==> config.mk <==
export PLATFORM = sky130hd
export DESIGN_NAME = bf_col_cell
export DESIGN_NICKNAME = d
export VERILOG_FILES = /design/src/rtl/bf_pkg.sv /design/src/rtl/bf_col_cell.sv
export SDC_FILE = /design/constraint.sdc
export NUM_CORES = 1
export LEC_CHECK = 0
export ABC_CLOCK_PERIOD_IN_PS = 2200
export CAP_MARGIN = 20
export CORE_MARGIN = 1.5
export CORE_UTILIZATION = 45
export CTS_BUF_LIST = sky130_fd_sc_hd__clkbuf_2 sky130_fd_sc_hd__clkbuf_4 sky130_fd_sc_hd__clkbuf_8
export DETAILED_ROUTE_END_ITERATION = 16
export DONT_BUFFER_PORTS = 1
export HOLD_SLACK_MARGIN = 0.06
export PLACE_DENSITY = 0.64
export REMOVE_ABC_BUFFERS = 1
export SLEW_MARGIN = 25
export SYNTH_ARGS = -nofsm -noshare
export SYNTH_HDL_FRONTEND = slang
export SYNTH_SLANG_ARGS = --single-unit
==> constraint.sdc <==
create_clock -name clk -period 2.2 [get_ports clk]
set_input_delay 0.11 -clock clk [delete_from_list [all_inputs] [get_ports clk]]
set_output_delay 0.11 -clock clk [all_outputs]
set_load 0.05 [all_outputs]
==> src/rtl/bf_pkg.sv <==
`timescale 1ns / 1ps
// ----------------------------------------------------------------------------
// bf_pkg
// shared constants and types of the 3x3 box filter stream core
// ----------------------------------------------------------------------------
package bf_pkg;

    localparam int MAX_WIDTH    = 4096;
    localparam int PIX_W        = 16;
    localparam int COL_W        = 12;
    localparam int ROW_W        = 16;
    localparam int MEAN_W       = 24;
    localparam int WIDTH_REG_W  = 13;
    localparam int HEIGHT_REG_W = 16;
    localparam int CFG_DATA_W   = 16;
    localparam int CFG_IDX_W    = 1;

    localparam int LS_AW        = $clog2(MAX_WIDTH);
    localparam int LS_DW        = 2 * PIX_W;
    localparam int WIN_N        = 3;
    localparam int COLSUM_W     = PIX_W + 2;
    localparam int WINSUM_W     = PIX_W + 4;

    // floor(sum * 256 / 9) = (sum * ceil(2^33 / 9)) >> 25
    localparam int RECIP_W      = 30;
    localparam logic [RECIP_W-1:0] RECIP = 30'd954437177;
    localparam int RECIP_SHIFT  = 25;
    localparam int PROD_W       = WINSUM_W + RECIP_W;

    localparam logic [WIDTH_REG_W-1:0]  MIN_WIDTH     = 13'd3;
    localparam logic [WIDTH_REG_W-1:0]  MAX_WIDTH_VAL = 13'd4096;
    localparam logic [HEIGHT_REG_W-1:0] MIN_HEIGHT    = 16'd3;
    localparam logic [WIDTH_REG_W-1:0]  RST_WIDTH     = 13'd4096;
    localparam logic [HEIGHT_REG_W-1:0] RST_HEIGHT    = 16'd4096;

    typedef enum logic [CFG_IDX_W-1:0] {
        CFG_IMAGE_WIDTH  = 1'b0,
        CFG_IMAGE_HEIGHT = 1'b1
    } cfg_idx_t;

    typedef struct packed {
        logic [PIX_W-1:0] pixel;
        logic [LS_AW-1:0] col;
        logic             emit;
        logic             last;
        logic [ROW_W-1:0] out_row;
        logic [COL_W-1:0] out_col;
    } pix_info_t;

endpackage

==> src/rtl/bf_col_cell.sv <==
`timescale 1ns / 1ps
// ----------------------------------------------------------------------------
// bf_col_cell
// one window column: holds its column sum and passes it to the older neighbor
// ----------------------------------------------------------------------------
module bf_col_cell (
    input  logic                         clk,
    input  logic                         rst_n,
    input  logic                         shift,
    input  logic [bf_pkg::COLSUM_W-1:0]  col_sum_in,
    output logic [bf_pkg::COLSUM_W-1:0]  col_sum
);
    import bf_pkg::*;

    logic [COLSUM_W-1:0] sum_reg;
    logic [COLSUM_W-1:0] sum_next;

    assign sum_next = shift ? col_sum_in : sum_reg;

    always_ff @(posedge clk or negedge rst_n)
    begin
        if (!rst_n)
        begin
            sum_reg <= '0;
        end
        else
        begin
            sum_reg <= sum_next;
        end
    end

    assign col_sum = sum_reg;

endmodule

* Word level (Yosys, flattened, before mapping)
Cells that the tools add are included.
** Operators by class
- Add/subtract/negate cells :: 0
- Multiply operators :: 0
- Divide/modulo/power cells :: 0
- $lt $le $gt $ge :: 0
- Equal/unequal tests :: 0
- Shift-type cells :: 0
- Mux-type cells :: 0
- Bitwise logic cells :: 0
- Reductions and logical operators :: 0
** Word-level totals
- Register bits :: 18
- Latch bits :: 0
- Bits in writable memories :: 0
- ROM bits :: 0
- Bits of input ports :: 21
- Output and inout bits :: 18
- Word-level logic and storage cells :: 1
- Memories kept :: 0

* Logic depth before layout (Yosys ltp)
- Word-level depth :: 0
- Mapped depth :: 3
- Depth with buffers taken out :: 1

* Worst setup path after synthesis
Ideal clock, no wire load.
- Path type :: register to register
- Start point :: register col_sum[10] (netlist name)
- End point :: register sum_reg[10], in the netlist col_sum[10]
- Library setup time :: 125 ps
- Arrival time :: 869 ps
- Data required time :: 2075 ps
- Slack :: 1206 ps
- Stages on the path, launching flop included :: 2
- Path buffers :: 0
- Clock period less this slack :: 994 ps
- Cell sequence :: dfrtp_1 > mux2_4
** RTL lines
- to (signal assigned) :: line bf_col_cell.sv:28 : sum_reg <= sum_next;
- to (decl) :: line bf_col_cell.sv:15 : logic [COLSUM_W-1:0] sum_reg;

==> reports/qor.txt <==
Port Buffer Count: 0
Pin count of the biggest net entering global routing: 19
Synth warn: 0
Power Density: 714 nW/µm²
Sequential-to-total area share from yosys stat: 62.4%
Outcome: finished clean
First-pass DRT Iterations: 2
Clk pin slew, worst setup/hold paths: 0.09 ns
Actual slew at the worst max-slew pin: 0.778 ns
Max cap viols: 0
Static Leak: 0.493 nW
Number of top-level pins: 39
Total gr overflow: 0
HPWL after DPL: 794 µm
TritonCTS clock tree: yes
Final Slew Violations: 0
First-pass GRT wire length: 2360 µm
Final min period: 1.62 ns
Die Footprint: 1850 µm²
Final hold vios: 0
Initial antenna violation count: 0
Synthesis-to-layout area growth: 52.9%
DIE WIDTH: 43.1 µm
Layout cells sized above 1: 27.6%
Routed via count: 454
Final-layout fill cell count: 94
WS Path Type: reg2reg
Crit share post-route: 73.5%
Post-synth design cell area: 722 µm²
Diodes inserted: 0
H-Tree Level Count: 1
Remaining DRCs: 0
Yosys reg bits: 18
RSZ-0062 raised after global routing: no
Number of global-route vias before repair: 490
TritonCTS Buffers: 3
Slew margin rel.: 48.0%
Final wirelength: 1510 µm
Post-synth top area share: 62.4%
Starting Density: 47.9%
TNS Setup: 0 ns
CTS root buf: clkbuf_4
Arrival time worst endpoint: 1.79 ns
Largest area contributor in the netlist: dfrtp_1
Insertion delay to the later sink of the worst-skew pair: 0.28 ns
Synth top area cells: dfrtp_1 (62%), mux2_4 (21%), mux2_2 (12%), buf_12 (2.8%), buf_6 (1.6%)
Largest register FFs: 18
Mapped Cells: 38
Fmax: 619 MHz
Antenna Nets Post-Route: 0
CTS resizes: 0
Yosys cell types: 5
Crit path required time: 2.37 ns
CTS Sinks: 18
Worst vdd ir: 485 µV
CP Capture Type: flip-flop
Via density: 4.93
Layout Skew: 0 ns
Chip height: 43.1 µm
Core area: 1510 µm²
Final setup fails: 0
Layout Nets: 99
Starting DRT DRC Count: 1
Worst R2R Path Depth: 2
Crit path max fanout: 2
Gr usage total: 18.1%
Max clock buf depth: 2
Setup crit start kind: flip-flop
Rows: 14
Routability cong.: 0.660
Avg WL per Cell: 16.4 µm
Worst Hold Class: in2async
Avg Cell Area, Syn: 19.0 µm²
Hold_ws: 0.341 ns
-- cell usage after synthesis (all sizes together) --
cell type and n:
dfrtp 18, mux2 18, buf 2
-- stage by stage --
stage / setup slack (ns) / power (mW) / area [µm²] / utilization, % / instances
3_3_place_gp: 1.19 / 0.559 / 711 / 47.2 / 52
5_1_grt: 0.570 / 0.825 / 1100 / 73.3 / 92
3_5_place_dp: 1.18 / 0.561 / 711 / 47.2 / 52
6_report: 0.584 / 0.788 / 1100 / 73.3 / 92
2_1_floorplan: 1.21 / 0.551 / 691 / - / 36
4_1_cts: 0.611 / 0.787 / 1100 / 73.3 / 92
-- metal layers --
metal / wire (µm) / vias to the layer above / global-route usage [%]
met5: 0 / - / 0
met4: 0 / 0 / 1.82
met3: 131 / 0 / 8.94
met2: 729 / 26 / 29.4
met1: 651 / 217 / 22.6
li1: - / 211 / -
-- area by class of cell --
cell class | count | area [µm²] | share of cell area (%)
flip-flops and latches | 18 | 450 | 40.8
multi-input cells | 18 | 240 | 21.8
repair buffers | 37 | 370 | 33.6
clock buffers | 3 | 22.5 | 2.04
well taps | 16 | 20.0 | 1.81
-- critical path: stages, from the launching register on --
cell,delay [ns]
dfrtp_1,0.58
mux2_4,0.35
dlygate4sd3_1,0.57
-- cell usage in the layout (no fill, tap or decap) --
cell	count
mux2_4	10
dlygate4sd3_1	37
dfrtp_1	18
mux2_2	8
clkbuf_4	3
-- report_power, final --
group | switching [mW] | internal [mW] | leakage (nW)
Sequential | 0.144 | 0.361 | 0.210
Clock | 0.0874 | 0.0636 | 0.0138
Combinational | 0.0279 | 0.104 | 0.269
-- cells by family after synthesis --
logic type / Yosys count / share of synthesized area [%]
mux: 18 / 33.3
flops: 18 / 62.4
buf+inv: 2 / 4.33
-- worst paths after layout --
check,from,to,slack [ns]
max in group asynchronous,rst_n,col_sum[15],1.38
worst min register to register,col_sum[2],col_sum[2],1.44
worst max-delay path,col_sum[16],col_sum[16],0.58
worst max register to register,col_sum[16],col_sum[16],0.58
worst min-delay path,rst_n,col_sum[9],0.34
min in group clk,shift,col_sum[2],0.51
-- repair_timing --
action	in CTS	in global routing
endpoints found under the hold margin	36	0
setup buffers	0	0
hold buffers	37	0
Note: power is estimated with default switching activity, not from simulation.
